==> config.mk <==
export PLATFORM = sky130hd
export DESIGN_NAME = led_bar_meter_peak_hold
export DESIGN_NICKNAME = d
export VERILOG_FILES = /design/src/rtl/core/lbm_pkg.sv /design/src/rtl/core/lbm_cfg.sv /design/src/rtl/core/lbm_frame.sv /design/src/rtl/core/lbm_emit.sv /design/src/rtl/core/led_bar_meter_peak_hold.sv
export SDC_FILE = /design/constraint.sdc
export NUM_CORES = 1
export LEC_CHECK = 0
export BUFFER_PORTS_ARGS = -buffer_cell sky130_fd_sc_hd__buf_2
export CAP_MARGIN = 0
export CORE_MARGIN = 10
export CORE_UTILIZATION = 36
export CTS_CLUSTER_DIAMETER = 100
export DETAILED_ROUTE_END_ITERATION = 16
export GPL_ROUTABILITY_DRIVEN = 0
export PLACE_DENSITY_LB_ADDON = 0.08
export SLEW_MARGIN = 20
export SYNTH_ARGS = -nofsm -noshare
export SYNTH_HDL_FRONTEND = slang
export SYNTH_SLANG_ARGS = --single-unit
==> constraint.sdc <==
create_clock -name clk -period 8.1 [get_ports clk]
set_input_delay 1.62 -clock clk [delete_from_list [all_inputs] [get_ports clk]]
set_output_delay 1.62 -clock clk [all_outputs]
set_load 0.03 [all_outputs]
==> src/rtl/core/lbm_pkg.sv <==
// Shared types, constants and colour codes for the LED bar meter with peak hold.
// No dependencies; every module of the block imports this package.
`default_nettype none

package lbm_pkg;

	// Bar geometry and peak-marker timing
	localparam int unsigned MAX_LEDS       = 64;
	localparam int unsigned PAUSE_FRAMES   = 16;
	localparam int unsigned FALLING_FRAMES = 4;

	localparam int unsigned LED_W   = 6;   // LED position / lit count
	localparam int unsigned LEN_W   = 7;   // configured bar length
	localparam int unsigned PHASE_W = 8;   // peak phase counter, wraps

	localparam logic [PHASE_W-1:0] PAUSE_CNT    = PHASE_W'(PAUSE_FRAMES);
	localparam logic [PHASE_W-1:0] FALL_CNT     = PHASE_W'(FALLING_FRAMES);
	localparam logic [PHASE_W-1:0] FALL_CNT_M1  = PHASE_W'(FALLING_FRAMES - 1);
	localparam logic [LEN_W-1:0]   MIN_LEN      = LEN_W'(2);
	localparam logic [LEN_W-1:0]   MAX_LEN      = LEN_W'(MAX_LEDS);
	localparam logic [LED_W-1:0]   MAX_LEN_M1   = LED_W'(MAX_LEDS - 1);

	// Configuration register indexes
	localparam logic [1:0] CFG_LEDS    = 2'd0;
	localparam logic [1:0] CFG_MIDDLE  = 2'd1;
	localparam logic [1:0] CFG_REVERSE = 2'd2;

	// Colour classes
	typedef enum logic [2:0] {
		COL_BACKGROUND = 3'd0,
		COL_FIRST      = 3'd1,
		COL_SECOND     = 3'd2,
		COL_LOW        = 3'd3,
		COL_MIDDLE     = 3'd4,
		COL_PEAK       = 3'd5
	} color_t;

	// Decoded configuration
	typedef struct packed {
		logic [LED_W-1:0] len_m1;     // clamped bar length minus one
		logic [LEN_W-1:0] mid_start;
		logic             reverse;
	} cfg_t;

	// Per-frame snapshot handed to the LED emitter
	typedef struct packed {
		logic [LED_W-1:0] lit;
		logic [LED_W-1:0] peak;
		logic             hit;
	} frame_t;

endpackage

`default_nettype wire

==> src/rtl/core/lbm_cfg.sv <==
// Configuration registers of the LED bar meter and bar-length clamping.
// Depends on lbm_pkg.
`default_nettype none

module lbm_cfg (
	input  wire logic              clk,
	input  wire logic              arst_n,
	input  wire logic              wr_en,
	input  wire logic [1:0]        wr_index,
	input  wire logic [6:0]        wr_data,
	output lbm_pkg::cfg_t          cfg
);
	import lbm_pkg::*;

	logic [LEN_W-1:0] leds_q;
	logic [LEN_W-1:0] mid_q;
	logic             rev_q;

	// Register writes; unknown indexes are dropped
	always_ff @(posedge clk or negedge arst_n) begin
		if (!arst_n) begin
			leds_q <= LEN_W'(16);
			mid_q  <= LEN_W'(10);
			rev_q  <= 1'b0;
		end else if (wr_en) begin
			unique case (wr_index)
				CFG_LEDS:    leds_q <= wr_data;
				CFG_MIDDLE:  mid_q  <= wr_data;
				CFG_REVERSE: rev_q  <= wr_data[0];
				default: ;
			endcase
		end
	end

	// Clamp the bar length to 2..MAX_LEDS
	always_comb begin
		priority if (leds_q < MIN_LEN)
			cfg.len_m1 = LED_W'(1);
		else if (leds_q > MAX_LEN)
			cfg.len_m1 = MAX_LEN_M1;
		else
			cfg.len_m1 = LED_W'(leds_q - LEN_W'(1));
		cfg.mid_start = mid_q;
		cfg.reverse   = rev_q;
	end

endmodule

`default_nettype wire

==> src/rtl/core/lbm_frame.sv <==
// Per-frame state update: target latch, bar movement and peak-hold timing.
// Holds one finished frame snapshot for the emitter. Depends on lbm_pkg.
`default_nettype none

module lbm_frame (
	input  wire logic                      clk,
	input  wire logic                      arst_n,
	input  wire lbm_pkg::cfg_t             cfg,
	input  wire logic                      in_valid,
	output logic                           in_ready,
	input  wire logic [lbm_pkg::LED_W-1:0] target_level,
	input  wire logic                      new_target,
	output logic                           snap_valid,
	output lbm_pkg::frame_t                snap,
	input  wire logic                      snap_take
);
	import lbm_pkg::*;

	logic [LED_W-1:0]   lit_q, tgt_q, peak_q;
	logic               rising_q, pfall_q;
	logic [PHASE_W-1:0] phase_q;
	logic               snap_valid_q;
	frame_t             snap_q;

	logic [LED_W-1:0]   t_sat, tgt_n, lit_n, peak_n;
	logic               rising_n, pfall_n;
	logic [PHASE_W-1:0] phase_n, phase_inc;
	logic               accept;

	assign in_ready   = !snap_valid_q || snap_take;
	assign accept     = in_valid && in_ready;
	assign snap_valid = snap_valid_q;
	assign snap       = snap_q;

	// Next frame state
	always_comb begin
		t_sat     = (target_level > cfg.len_m1) ? cfg.len_m1 : target_level;
		tgt_n     = new_target ? t_sat : tgt_q;
		rising_n  = new_target ? (lit_q <= t_sat) : rising_q;

		lit_n = lit_q;
		if (rising_n && lit_q < tgt_n)
			lit_n = lit_q + LED_W'(1);
		else if (!rising_n && lit_q > tgt_n)
			lit_n = lit_q - LED_W'(1);

		peak_n    = peak_q;
		pfall_n   = pfall_q;
		phase_inc = phase_q + PHASE_W'(1);
		phase_n   = phase_q;
		if (peak_q >= lit_n) begin
			// bar below the marker: hold, then fall
			phase_n = phase_inc;
			if (!pfall_q && phase_inc == PAUSE_CNT) begin
				pfall_n = 1'b1;
				phase_n = FALL_CNT_M1;
			end else if (pfall_q && phase_inc == FALL_CNT) begin
				if (peak_q > lit_n)
					peak_n = peak_q - LED_W'(1);
				phase_n = '0;
			end
		end else if (rising_n) begin
			// bar pushes the marker up
			peak_n = lit_n;
			if (pfall_q) begin
				pfall_n = 1'b0;
				phase_n = '0;
			end
		end
	end

	// State registers
	always_ff @(posedge clk or negedge arst_n) begin
		if (!arst_n) begin
			lit_q    <= '0;
			tgt_q    <= '0;
			rising_q <= 1'b1;
			peak_q   <= LED_W'(1);
			pfall_q  <= 1'b1;
			phase_q  <= FALL_CNT_M1;
		end else if (accept) begin
			lit_q    <= lit_n;
			tgt_q    <= tgt_n;
			rising_q <= rising_n;
			peak_q   <= peak_n;
			pfall_q  <= pfall_n;
			phase_q  <= phase_n;
		end
	end

	// Snapshot register toward the emitter
	always_ff @(posedge clk or negedge arst_n) begin
		if (!arst_n)
			snap_valid_q <= 1'b0;
		else if (accept)
			snap_valid_q <= 1'b1;
		else if (snap_take)
			snap_valid_q <= 1'b0;
	end

	always_ff @(posedge clk) begin
		if (accept) begin
			snap_q.lit  <= lit_n;
			snap_q.peak <= peak_n;
			snap_q.hit  <= (lit_n == tgt_n);
		end
	end

endmodule

`default_nettype wire

==> src/rtl/core/lbm_emit.sv <==
// LED emitter: walks one frame's bar, one LED per cycle unless stalled, into the output register.
// Depends on lbm_pkg.
`default_nettype none

module lbm_emit (
	input  wire logic                      clk,
	input  wire logic                      arst_n,
	input  wire lbm_pkg::cfg_t             cfg,
	input  wire logic                      snap_valid,
	input  wire lbm_pkg::frame_t           snap,
	output logic                           snap_take,
	output logic                           out_valid,
	input  wire logic                      out_ready,
	output logic [lbm_pkg::LED_W-1:0]      led_index,
	output logic [2:0]                     color_class,
	output logic                           last_led,
	output logic                           at_target
);
	import lbm_pkg::*;

	logic             act_q;
	logic [LED_W-1:0] k_q;
	frame_t           frm_q;

	logic             out_valid_q, last_q, hit_q;
	logic [LED_W-1:0] led_q;
	color_t           color_q;

	logic             adv, is_last;
	logic [LED_W-1:0] led;
	color_t           color;

	assign adv       = act_q && (!out_valid_q || out_ready);
	assign is_last   = (k_q == cfg.len_m1);
	assign snap_take = snap_valid && (!act_q || (adv && is_last));

	// Position and colour of the current LED
	always_comb begin
		led = cfg.reverse ? (cfg.len_m1 - k_q) : k_q;
		priority if (led == frm_q.peak)
			color = COL_PEAK;
		else if (led >= frm_q.lit)
			color = COL_BACKGROUND;
		else if (led == LED_W'(0))
			color = COL_FIRST;
		else if (led == LED_W'(1))
			color = COL_SECOND;
		else if (LEN_W'(led) < cfg.mid_start)
			color = COL_LOW;
		else
			color = COL_MIDDLE;
	end

	// Frame walk control
	always_ff @(posedge clk or negedge arst_n) begin
		if (!arst_n) begin
			act_q <= 1'b0;
			k_q   <= '0;
		end else if (snap_take) begin
			act_q <= 1'b1;
			k_q   <= '0;
		end else if (adv && is_last) begin
			act_q <= 1'b0;
		end else if (adv) begin
			k_q <= k_q + LED_W'(1);
		end
	end

	always_ff @(posedge clk) begin
		if (snap_take)
			frm_q <= snap;
	end

	// Output register
	always_ff @(posedge clk or negedge arst_n) begin
		if (!arst_n)
			out_valid_q <= 1'b0;
		else if (adv)
			out_valid_q <= 1'b1;
		else if (out_ready)
			out_valid_q <= 1'b0;
	end

	always_ff @(posedge clk) begin
		if (adv) begin
			led_q   <= led;
			color_q <= color;
			last_q  <= is_last;
			hit_q   <= frm_q.hit;
		end
	end

	assign out_valid   = out_valid_q;
	assign led_index   = led_q;
	assign color_class = color_q;
	assign last_led    = last_q;
	assign at_target   = hit_q;

endmodule

`default_nettype wire

==> src/rtl/core/led_bar_meter_peak_hold.sv <==
// Top level of one LED bar meter channel with falling peak-hold marker.
// Instantiates lbm_cfg, lbm_frame and lbm_emit; depends on lbm_pkg.
//
// Usage:
//   Input channel (in_valid/in_ready, target_level, new_target): one transaction is
//   one animation frame. new_target latches a new target; the bar then moves one
//   LED toward it and the peak marker is held or falls.
//   Output channel (out_valid/out_ready, led_index, color_class, last_led,
//   at_target): one transaction per LED of the bar, in bar order or reversed;
//   last_led marks the final LED of a frame.
//   Config channel (cfg_valid/cfg_ready, cfg_index, cfg_data): always ready;
//   index 0 bar length, 1 middle-zone start, 2 reverse order. Write only while idle.
// Timing:
//   The first LED of a frame passes the snapshot register, the emitter's frame
//   register and the output register. The emitter issues one LED per cycle unless
//   out_ready stalls it; a frame holds the emitter for its clamped bar length (2..64) in LEDs.
//   The next frame is accepted while the current one is still being emitted.
// Reset: bar empty, target 0, peak marker at LED 1 in its falling phase.
// Stall: with out_ready low the output register holds; the emitter and then the
//   frame snapshot back up and in_ready drops. No LED is lost or repeated.
`default_nettype none

module led_bar_meter_peak_hold (
	input  wire logic        clk,
	input  wire logic        arst_n,
	input  wire logic        cfg_valid,
	output logic             cfg_ready,
	input  wire logic [1:0]  cfg_index,
	input  wire logic [6:0]  cfg_data,
	input  wire logic        in_valid,
	output logic             in_ready,
	input  wire logic [5:0]  target_level,
	input  wire logic        new_target,
	output logic             out_valid,
	input  wire logic        out_ready,
	output logic [5:0]       led_index,
	output logic [2:0]       color_class,
	output logic             last_led,
	output logic             at_target
);
	import lbm_pkg::*;

	cfg_t   cfg;
	frame_t snap;
	logic   snap_valid, snap_take;

	assign cfg_ready = 1'b1;

	lbm_cfg u_cfg (
		.clk      (clk),
		.arst_n   (arst_n),
		.wr_en    (cfg_valid && cfg_ready),
		.wr_index (cfg_index),
		.wr_data  (cfg_data),
		.cfg      (cfg)
	);

	lbm_frame u_frame (
		.clk          (clk),
		.arst_n       (arst_n),
		.cfg          (cfg),
		.in_valid     (in_valid),
		.in_ready     (in_ready),
		.target_level (target_level),
		.new_target   (new_target),
		.snap_valid   (snap_valid),
		.snap         (snap),
		.snap_take    (snap_take)
	);

	lbm_emit u_emit (
		.clk         (clk),
		.arst_n      (arst_n),
		.cfg         (cfg),
		.snap_valid  (snap_valid),
		.snap        (snap),
		.snap_take   (snap_take),
		.out_valid   (out_valid),
		.out_ready   (out_ready),
		.led_index   (led_index),
		.color_class (color_class),
		.last_led    (last_led),
		.at_target   (at_target)
	);

	// An empty snapshot slot always takes a new frame
	a_ready_when_empty: assert property (@(posedge clk) disable iff (!arst_n)
		!snap_valid |-> in_ready)
		else $error("in_ready low with empty frame slot");

	// An accepted frame lands in the snapshot slot
	a_frame_captured: assert property (@(posedge clk) disable iff (!arst_n)
		(in_valid && in_ready) |=> snap_valid)
		else $error("accepted frame not captured");

	// at_target is constant across the LEDs of one frame
	a_hit_stable: assert property (@(posedge clk) disable iff (!arst_n)
		(out_valid && out_ready && !last_led) |=> (!out_valid || at_target == $past(at_target)))
		else $error("at_target changed within a frame");

endmodule

`default_nettype wire

==> results.md, run 1 <==
* Largest net degree at the start of global routing at 53
* DRT Wirelength at 13.8 mm
* Vias in the first global route at 4459
* Final setup TNS at 0 ps
* Commonest cells after routing, fill and taps aside: 48 x nand2_1, 46 x inv_1, 44 x dfrtp_1, 42 x nor2_1, 41 x ha_1
* Hold path depth at 0
* CTS tree: done
* Dpl cells at around 840
* Clock Skew at 6.47 ps
* Die Y at about 150 um
* Clock Sinks at slightly below 90
* Root Buffer Master: clkbuf_16
* I/O pins at 35
* Worst-case clock buffer depth at 2
* F_max at 131 MHz
* First-pass GRT wire length at ~23 mm
* Number of detailed-route iterations in the first pass at 4
* Area occupied by multi-input gates at between 3000 and 4000 sq um
* Outcome: complete, no violations
* Ant diodes at 0
* Mean Syn Cell Area at 9.87 sq um
* Synthesis-to-finish area growth at 12.6%
* Via density per instance at approximately 5.2
* Via count at 4474
* Core Region at approximately 16000 sq um
* CP Class: register to register
* CTS clock-pin slew for the worst setup and hold paths at about 60 ps
* Setup violations, final at 0
* Asr flop ratio synth at between 50% and 60%
* Hold path start: u_frame.snap[4]
* PwrDens at 402 nW/um^2
* Sequential cell area fraction in the yosys report at between 40% and 50%
* Setup repair after global routing missed its margin: no
* Register bit count reported by yosys at 89
* Yosys warning count at 0
* Endpoints failing hold at 0
* Finished Layout Cells at between 800 and 900
* CTS buffer count at 9
* Post CTS Setup Buffer Count at 0
* Worst vdd ir at 0.176 mV
* Kind of end point of the critical path: register
* Initial detailed-routing violation count at 274
* GRT Residual Overflow at 0
* Hold Crit Class: register to register
* Final ANT Viol Nets at 0
* # rows at 46
* Startpoint Class: register
* Netlist Area Pre-Place at between 5000 and 6000 sq um
* Syn nets at about 660
* Layout cell share with drive strength beyond 1 at 16.8%
* Nets at slightly below 700
* Fin crit period at roughly 7600 ps
* WL/cell at 16.2 um
* Synth unique cells at 79
* Die area at approximately 22000 sq um
* H-tree depth at 3
* # fillers at 1592
* EDFF count, synth at 37
* Drt drc at 0
* Die Wd at 148 um
* Worst-skew pair later-pin latency at roughly 350 ps
* Hold slack at approximately 420 ps
* Critical path origin: u_cfg.leds_q[2]
* Initial antenna violation count at 0
* Crit-path max FO at 12
* Synth Flop Type: dfrtp_1
* Max Cap Viol at 0
* Register area at ~2400 sq um
* Critical Path RT at around 8200 ps
* PortBufs at 33
* Mapped Cells at approximately 590
* Commonest non-fill, non-tap cell in the layout: nand2_1
* Reg2reg path depth at 27
* LEAKAGE at about 2.7 nW
* Relative slew margins at about a third
* Pins Over Slew Limit at 0
* Fin crit share at between 90% and 100%
* Dpl hpwl at between 10 and 15 mm
* Worst Path Arrival at about 7700 ps
* Worst r2r src: u_cfg.leds_q[2]
* Initial Utilization at 36.8%
* Worst Tran Pin Value at 1020 ps
* GR Util All Layers at 13.0%
-- metrics by stage --
stage	cell area, sq um	util [%]	total power, mW	worst slack [ps]
after floorplan	5860	-	1.87	794
after global placement	6300	39.5	2.24	248
after detailed placement	6300	39.5	2.25	61.4
after CTS	6590	41.3	2.67	198
after global routing	6600	41.4	2.90	30.3
final	6600	41.4	2.66	485
-- cell type report --
| cell class | instances | share of cell area, % |
|---|---|---|
| multi-input combinational | 439 | 48.2 |
| sequential | 89 | 36.7 |
| tap | 216 | 4.09 |
| timing repair buffer | 45 | 3.87 |
| clock buffer | 11 | 3.85 |
| inverter | 48 | 2.73 |
| clock inverter | 5 | 0.569 |
-- worst max-delay path, cell delays in order (launching register included) --
cell and delay, ps:
dfrtp_1 450, or4_4 600, o21ai_2 290, a21oi_1 170, inv_1 160, ha_1 280, and4_1 200, o21a_1 180
o21ai_2 300, a21oi_1 150, ha_1 390, nand3_1 100, a22oi_1 190, a311oi_1 90, or4_4 580, a211o_2 420
nor3_1 340, a41oi_1 200, xnor2_1 210, inv_1 100, ha_1 310, a21o_1 210, o21a_1 180, nor4b_1 130
and3b_2 400, and3_1 350, a21oi_1 80, a221o_1 310
-- cells in the mapped netlist, types with 12 or more instances --
cell type	number	area [sq um]
inv_1	46	173
o21ai_0	28	140
xor2_1	12	105
nor2_1	42	158
xnor2_1	33	289
a21oi_1	24	120
ha_1	41	513
nand2_1	48	180
mux2_2	15	169
nand3_1	16	80.1
edfxtp_1	37	1110
nor3_1	15	75.1
dfrtp_1	44	1100
-- per-layer routing --
metal	global-route usage [%]	vias to the layer above	wire length, um
met1	17.3	2139	6640
met3	3.42	16	640
met5	0	-	0
met4	3.62	0	172
met2	20.4	94	6370
li1	-	2225	-
-- flip-flops by register name (all words and copies together), names as in the netlist --
register / count
u_emit.led_index: 6
u_emit.last_led: 1
u_cfg.mid_q: 7
u_cfg.leds_q: 7
u_frame.pfall_q: 1
u_emit.act_q: 1
u_frame.lit_q: 6
u_emit.frm_q: 13
u_frame.peak_q: 6
u_cfg.rev_q: 1
u_frame.rising_q: 1
u_emit.out_valid: 1
u_emit.k_q: 6
u_frame.phase_q: 8
u_emit.at_target: 1
u_frame.tgt_q: 6
u_emit.color_class: 3
u_frame.snap: 13
u_frame.snap_valid: 1
-- power breakdown --
| part | internal, mW | switching (mW) | leakage, nW |
|---|---|---|---|
| Sequential | 0.614 | 0.105 | 0.963 |
| Clock | 0.228 | 0.176 | 0.146 |
| Combinational | 0.605 | 0.927 | 1.64 |
| Total | 1.45 | 1.21 | 2.74 |
-- cells by family after synthesis --
group | synth area share [%]
xor gates and xnor gates | 6.73
and+or+nand+nor | 17.3
muxes | 3.95
adders and majority gates | 9.61
AOI/OAI and AO/OA | 16.5
DFF | 41.3
other | 0.0640
buffers and inverters | 4.61
-- worst paths after layout --
path | end | slack [ps]
setup / recovery | u_frame.snap[3] | 480
hold / removal | u_emit.frm_q[4] | 420
setup reg to reg | u_frame.snap[3] | 480
hold reg to reg | u_emit.frm_q[4] | 420
max in group asynchronous | u_frame.phase_q[7] | 6190
min in group asynchronous | u_cfg.leds_q[3] | 1400
-- repair_timing --
| action | CTS | global route |
|---|---|---|
| setup endpoints to repair | 0 | 16 |
| hold buffers | 0 | 0 |
| resized for setup | 0 | 4 |
No activity file was read; power rests on OpenSTA's default activity.
==> run 2: changes to the inputs <==
- RECOVER_POWER: not set -> 25
==> results.md, run 2 (synthesized netlist as in run 1, its figures left out) <==
* Outcome: finished with violations (was complete, no violations)
* Failing checks: capacitance limit, slew limit
* # rows at 46 (unchanged)
* Drt drc at 0 (unchanged)
* Worst-case clock buffer depth at 2 (unchanged)
* GRT Residual Overflow at 0 (unchanged)
* Dpl hpwl at 10.5 mm (unchanged)
* Core Region at 15900 sq um (unchanged)
* Clock Sinks at 89 (unchanged)
* Worst vdd ir at 0.177 mV (was 0.176 mV)
* Initial Utilization at 36.8% (unchanged)
* Register area at 2420 sq um (unchanged)
* Critical Path RT at 8190 ps (about the same)
* Worst Tran Pin Value at 2920 ps (was 1020 ps)
* CTS tree: done (unchanged)
* Via count at 4461 (was 4474)
* Startpoint Class: register (unchanged)
* Die Y at 148 um (unchanged)
* Hold slack at 418 ps (about the same)
* Root Buffer Master: clkbuf_16 (unchanged)
* Crit-path max FO at 12 (unchanged)
* Number of detailed-route iterations in the first pass at 4 (unchanged)
* Die area at 21800 sq um (unchanged)
* Fin crit period at 7620 ps (about the same)
* Synthesis-to-finish area growth at 12.5% (was 12.6%)
* Relative slew margins at -94.5% (was 32.0%)
* CTS clock-pin slew for the worst setup and hold paths at 60 ps (about the same)
* Place WS at 61.4 ps (unchanged)
* LEAKAGE at 2.74 nW (about the same)
* Endpoints failing hold at 0 (unchanged)
* H-tree depth at 3 (unchanged)
* Hold Buf Count CTS at 0 (unchanged)
* Hold Crit Class: register to register (unchanged)
* Tot Pwr at 2.66 mW (about the same)
* F_max at 131 MHz (about the same)
* Clock Skew at 5.85 ps (was 6.47 ps)
* Initial detailed-routing violation count at 285 (was 274)
* Area occupied by multi-input gates at 3180 sq um (unchanged)
* First-pass GRT wire length at 23.1 mm (unchanged)
* Worst-skew pair later-pin latency at 350 ps (about the same)
* Die Wd at 148 um (unchanged)
* Kind of end point of the critical path: register (unchanged)
* CP Class: register to register (unchanged)
* Nets at 695 (unchanged)
* Worst Path Arrival at 7710 ps (about the same)
* Pins Over Slew Limit at 53 (was 0)
* WL/cell at 16.1 um (was 16.2 um)
* DRT Wirelength at 13.7 mm (was 13.8 mm)
* Fin crit share at 94.1% (was 94.0%)
* CTS buffer count at 9 (unchanged)
* # fillers at 1593 (was 1592)
* PortBufs at 33 (unchanged)
* Max Cap Viol at 1 (was 0)
* Setup repair after global routing missed its margin: no (unchanged)
* GR Util All Layers at 13.0% (unchanged)
* Commonest non-fill, non-tap cell in the layout: nand2_1 (unchanged)
* Initial antenna violation count at 0 (unchanged)
* Final worst slack at 478 ps (was 485 ps)
* Ant diodes at 0 (unchanged)
* R2R Setup Slk at 480 ps (about the same)
* Largest net degree at the start of global routing at 53 (unchanged)
* Via density per instance at 5.23 (was 5.25)
* Vias in the first global route at 4459 (unchanged)
* Commonest cells after routing, fill and taps aside: 48 x nand2_1, 46 x inv_1, 44 x dfrtp_1, 42 x nor2_1, 41 x ha_1 (unchanged)
* PwrDens at 403 nW/um^2 (was 402 nW/um^2)
* Final ANT Viol Nets at 0 (unchanged)
* I/O pins at 35 (unchanged)
* Design area at 6600 sq um (about the same)
* Setup violations, final at 0 (unchanged)
* Final setup TNS at 0 ps (unchanged)
* Placed Area at 6300 sq um (unchanged)
* Layout cell share with drive strength beyond 1 at 16.5% (was 16.8%)
==> run 2: cell count changes in the layout (fill, tap and decap cells not counted), sizes merged <==
cell | previous run | this run
buf | 45 | 43
clkbuf | 11 | 13
==> run 2: worst max-delay path, stage by stage (launching register included) <==
cell,delay (ps)
dfrtp_1,450
or4_4,600
o21ai_2,290
a21oi_1,170
inv_1,160
ha_1,280
and4_1,200
o21a_1,180
o21ai_2,300
a21oi_1,150
ha_1,390
nand3_1,100
a22oi_1,190
a311oi_1,90
or4_4,580
a211o_2,410
nor3_1,340
a41oi_1,200
xnor2_1,210
inv_1,100
ha_1,310
a21o_1,200
o21a_1,180
nor4b_1,140
and3b_2,400
and3_1,350
a21oi_1,80
a221o_1,310
==> run 2: final timing paths <==
path / start / end / depth (start not counted)
min in group asynchronous: arst_n / u_cfg.leds_q[3] / 2
hold reg to reg: u_frame.snap[3] / u_emit.frm_q[3] / 0
setup / recovery: u_cfg.leds_q[2] / u_frame.snap[3] / 27
setup reg to reg: u_cfg.leds_q[2] / u_frame.snap[3] / 27
max in group asynchronous: arst_n / u_emit.out_valid / 2
hold / removal: u_frame.snap[3] / u_emit.frm_q[3] / 0
==> run 2: cell type report <==
class | instances | share of cell area [%]
clock buffers | 11 | 3.85
clock inverters | 5 | 0.569
inverters | 48 | 2.73
multi-input cells | 439 | 48.2
flip-flops and latches | 89 | 36.7
well taps | 216 | 4.10
repair buffers | 45 | 3.79
==> run 2: power by group <==
part | internal (mW) | switching (mW)
Clock | 0.228 | 0.176
Combinational | 0.605 | 0.929
Sequential | 0.614 | 0.105
Total | 1.45 | 1.21
==> run 2: what timing repair did <==
item                       CTS  global route
hold endpoints to repair     0             0
setup buffers                0             0
setup endpoints to repair    0            16
resized for setup            0             4
==> run 2: per-layer routing <==
metal  GRT usage (%)  share of wire, %  vias to the layer above
met4            3.62               1.2                        0
li1                -                 -                     2222
met2            20.4                46                       82
met1            17.3                48                     2143
met5               0                 0                        -
met3            3.42               4.4                       14
==> run 2: per-stage QoR <==
stage / cells / utilization [%]
floorplan: 594 / -
global placement: 837 / 39.5
detailed placement: 837 / 39.5
CTS: 853 / 41.3
global route: 853 / 41.4
finish: 853 / 41.4
==> run 3: changes to the inputs <==
--- a/config.mk
+++ b/config.mk
@@ -7,5 +7,4 @@
 export LEC_CHECK = 0
 export BUFFER_PORTS_ARGS = -buffer_cell sky130_fd_sc_hd__buf_2
-export CAP_MARGIN = 0
 export CORE_MARGIN = 10
 export CORE_UTILIZATION = 36
==> constraint.sdc (replaced) <==
create_clock -name clk -period 7.8 [get_ports clk]
set_input_delay 0 -clock clk [delete_from_list [all_inputs] [get_ports clk]]
set_output_delay 0 -clock clk [all_outputs]
set_load 0.03 [all_outputs]
==> results.md, run 3 (synthesized netlist as in run 1, its figures left out) <==
* Setup violations, final at 0 (unchanged)
* Fin crit share at 94.7% (was 94.1%)
* Worst Tran Pin Value at 3010 ps (was 2920 ps)
* F_max at 135 MHz (was 131 MHz)
* Critical Path RT at 7900 ps (was 8190 ps)
* Layout cell share with drive strength beyond 1 at 17.0% (was 16.5%)
* CTS tree: done (unchanged)
* Startpoint Class: register (unchanged)
* Hold Crit Class: input port to register (was register to register)
* Crit-path max FO at 10 (was 12)
* Worst Path Arrival at 7490 ps (was 7710 ps)
* Pins Over Slew Limit at 53 (unchanged)
* DRT Wirelength at 14.4 mm (was 13.7 mm)
* Endpoints failing hold at 0 (unchanged)
* Via density per instance at 5.22 (was 5.23)
* PwrDens at 413 nW/um^2 (was 403 nW/um^2)
* Nets at 712 (was 695)
* Final ANT Viol Nets at 0 (unchanged)
* Max Cap Viol at 1 (unchanged)
* Initial Utilization at 36.8% (unchanged)
* Initial detailed-routing violation count at 246 (was 285)
* GRT Residual Overflow at 0 (unchanged)
* GR Util All Layers at 13.5% (was 13.0%)
* Clock Skew at 9.46 ps (was 5.85 ps)
* Critical path origin: u_cfg.leds_q[2] (unchanged)
* Relative slew margins at -101% (was -94.5%)
* Hold path start: cfg_index[0] (was u_frame.snap[3])
* Synthesis-to-finish area growth at 15.4% (was 12.5%)
* Final setup TNS at 0 ps (unchanged)
* Worst r2r src: u_cfg.leds_q[2] (unchanged)
* Die Y at 148 um (unchanged)
* Worst vdd ir at 0.170 mV (was 0.177 mV)
* Number of detailed-route iterations in the first pass at 5 (was 4)
* Clock Sinks at 89 (unchanged)
* Worst-case clock buffer depth at 2 (unchanged)
* Hold slack at 47.5 ps (was 418 ps)
* Ant diodes at 0 (unchanged)
* CP Class: register to register (unchanged)
* First-pass GRT wire length at 23.9 mm (was 23.1 mm)
* Core Region at 15900 sq um (unchanged)
* I/O pins at 35 (unchanged)
* Root Buffer Master: clkbuf_16 (unchanged)
* Failing checks: capacitance limit, slew limit (unchanged)
* CTS buffer count at 9 (unchanged)
* Largest net degree at the start of global routing at 53 (unchanged)
* WL/cell at 16.5 um (was 16.1 um)
* H-tree depth at 3 (unchanged)
* Worst-skew pair later-pin latency at 350 ps (about the same)
* Die area at 21800 sq um (unchanged)
* LEAKAGE at 2.78 nW (was 2.74 nW)
* Vias in the first global route at 4581 (was 4459)
* Via count at 4539 (was 4461)
* Fin crit period at 7390 ps (was 7620 ps)
* Initial antenna violation count at 0 (unchanged)
* Commonest non-fill, non-tap cell in the layout: nand2_1 (unchanged)
* PortBufs at 33 (unchanged)
* CTS clock-pin slew for the worst setup and hold paths at 70 ps (was 60 ps)
* Outcome: finished with violations (unchanged)
* # rows at 46 (unchanged)
* Drt drc at 0 (unchanged)
* Die Wd at 148 um (unchanged)
* Commonest cells after routing, fill and taps aside: 48 x nand2_1, 46 x inv_1, 44 x dfrtp_1, 42 x nor2_1, 41 x ha_1 (unchanged)
* Dpl hpwl at 10.7 mm (was 10.5 mm)
* Kind of end point of the critical path: register (unchanged)
-- run 3: cell count changes in the layout (fill, tap and decap cells not counted), moves of 3 or more --
cell | previous run | this run
buf_2 | 32 | 27
buf_4 | 11 | 18
clkbuf_1 | 3 | 8
clkinvlp_4 | 0 | 3
dlygate4sd3_1 | 0 | 10
-- run 3: final cells by class --
class / instances / area [sq um]
Tap cell: 216 / 270
Sequential cell: 89 / 2420
Inverter: 48 / 180
Clock buffer: 10 / 229
Timing Repair Buffer: 62 / 397
Multi-Input combinational cell: 439 / 3220
Fill cell: 1596 / 9180
Clock inverter: 6 / 51.3
-- run 3: metrics by stage --
stage | util (%) | instance area (sq um) | worst slack [ps] | total power [mW] | instances
3_3_place_gp | 39.6 | 6320 | 179 | 2.35 | 840
2_1_floorplan | - | 5860 | 737 | 1.95 | 594
4_1_cts | 42.0 | 6700 | 80.3 | 2.79 | 866
5_1_grt | 42.4 | 6770 | -37.8 | 3.05 | 870
3_5_place_dp | 39.6 | 6320 | -21.8 | 2.36 | 840
6_report | 42.4 | 6770 | 414 | 2.80 | 870
-- run 3: what timing repair did --
item | 4_1_cts | 5_1_grt
gates cloned | 0 | 0
setup endpoints to repair | 2 | 20
hold buffers | 10 | 0
pin swaps | 0 | 2
gates resized for setup | 1 | 11
hold endpoints to repair | 61 | 0
buffers inserted | 0 | 4
-- run 3: worst paths after layout --
check / end / slack, ps / depth (start not counted)
min in group asynchronous: u_cfg.leds_q[3] / 1250 / 3
hold reg to reg: u_emit.frm_q[9] / 420 / 0
setup / recovery: u_frame.snap[5] / 410 / 27
hold / removal: u_cfg.rev_q / 50 / 3
setup reg to reg: u_frame.snap[5] / 410 / 27
max in group asynchronous: u_emit.out_valid / 4800 / 3
-- run 3: routing by layer --
| metal | GRT usage (%) | share of wire [%] | vias to the layer above |
|---|---|---|---|
| li1 | - | - | 2263 |
| met3 | 3.69 | 4.4 | 13 |
| met4 | 3.32 | 1.1 | 0 |
| met1 | 17.3 | 48 | 2168 |
| met2 | 21.9 | 46 | 95 |
| met5 | 0 | 0 | - |
-- run 3: critical path, stage by stage (launching register included) --
cell      delay [ps]
dfrtp_1          450
or4_4            610
nor3_4           260
a21oi_1          100
inv_1            170
ha_1             290
a21oi_1          170
o21ai_1          190
o21ai_2          280
a21oi_1          140
ha_1             380
nand3_1           90
a22oi_1          180
a311oi_1          90
or4_4            580
a211o_2          430
or3_1            440
nor3_1           180
a31oi_1           90
xnor2_1          200
inv_1             70
ha_1             320
o21a_1           150
nor4b_1          210
and3b_2          320
and3_2           270
a32o_1           240
or2_1            220
-- run 3: power by group --
group | leakage (nW) | switching [mW] | internal (mW) | total (mW)
clock | 0.127 | 0.192 | 0.220 | 0.412
combinational | 1.70 | 0.983 | 0.655 | 1.64
sequential | 0.962 | 0.109 | 0.637 | 0.746
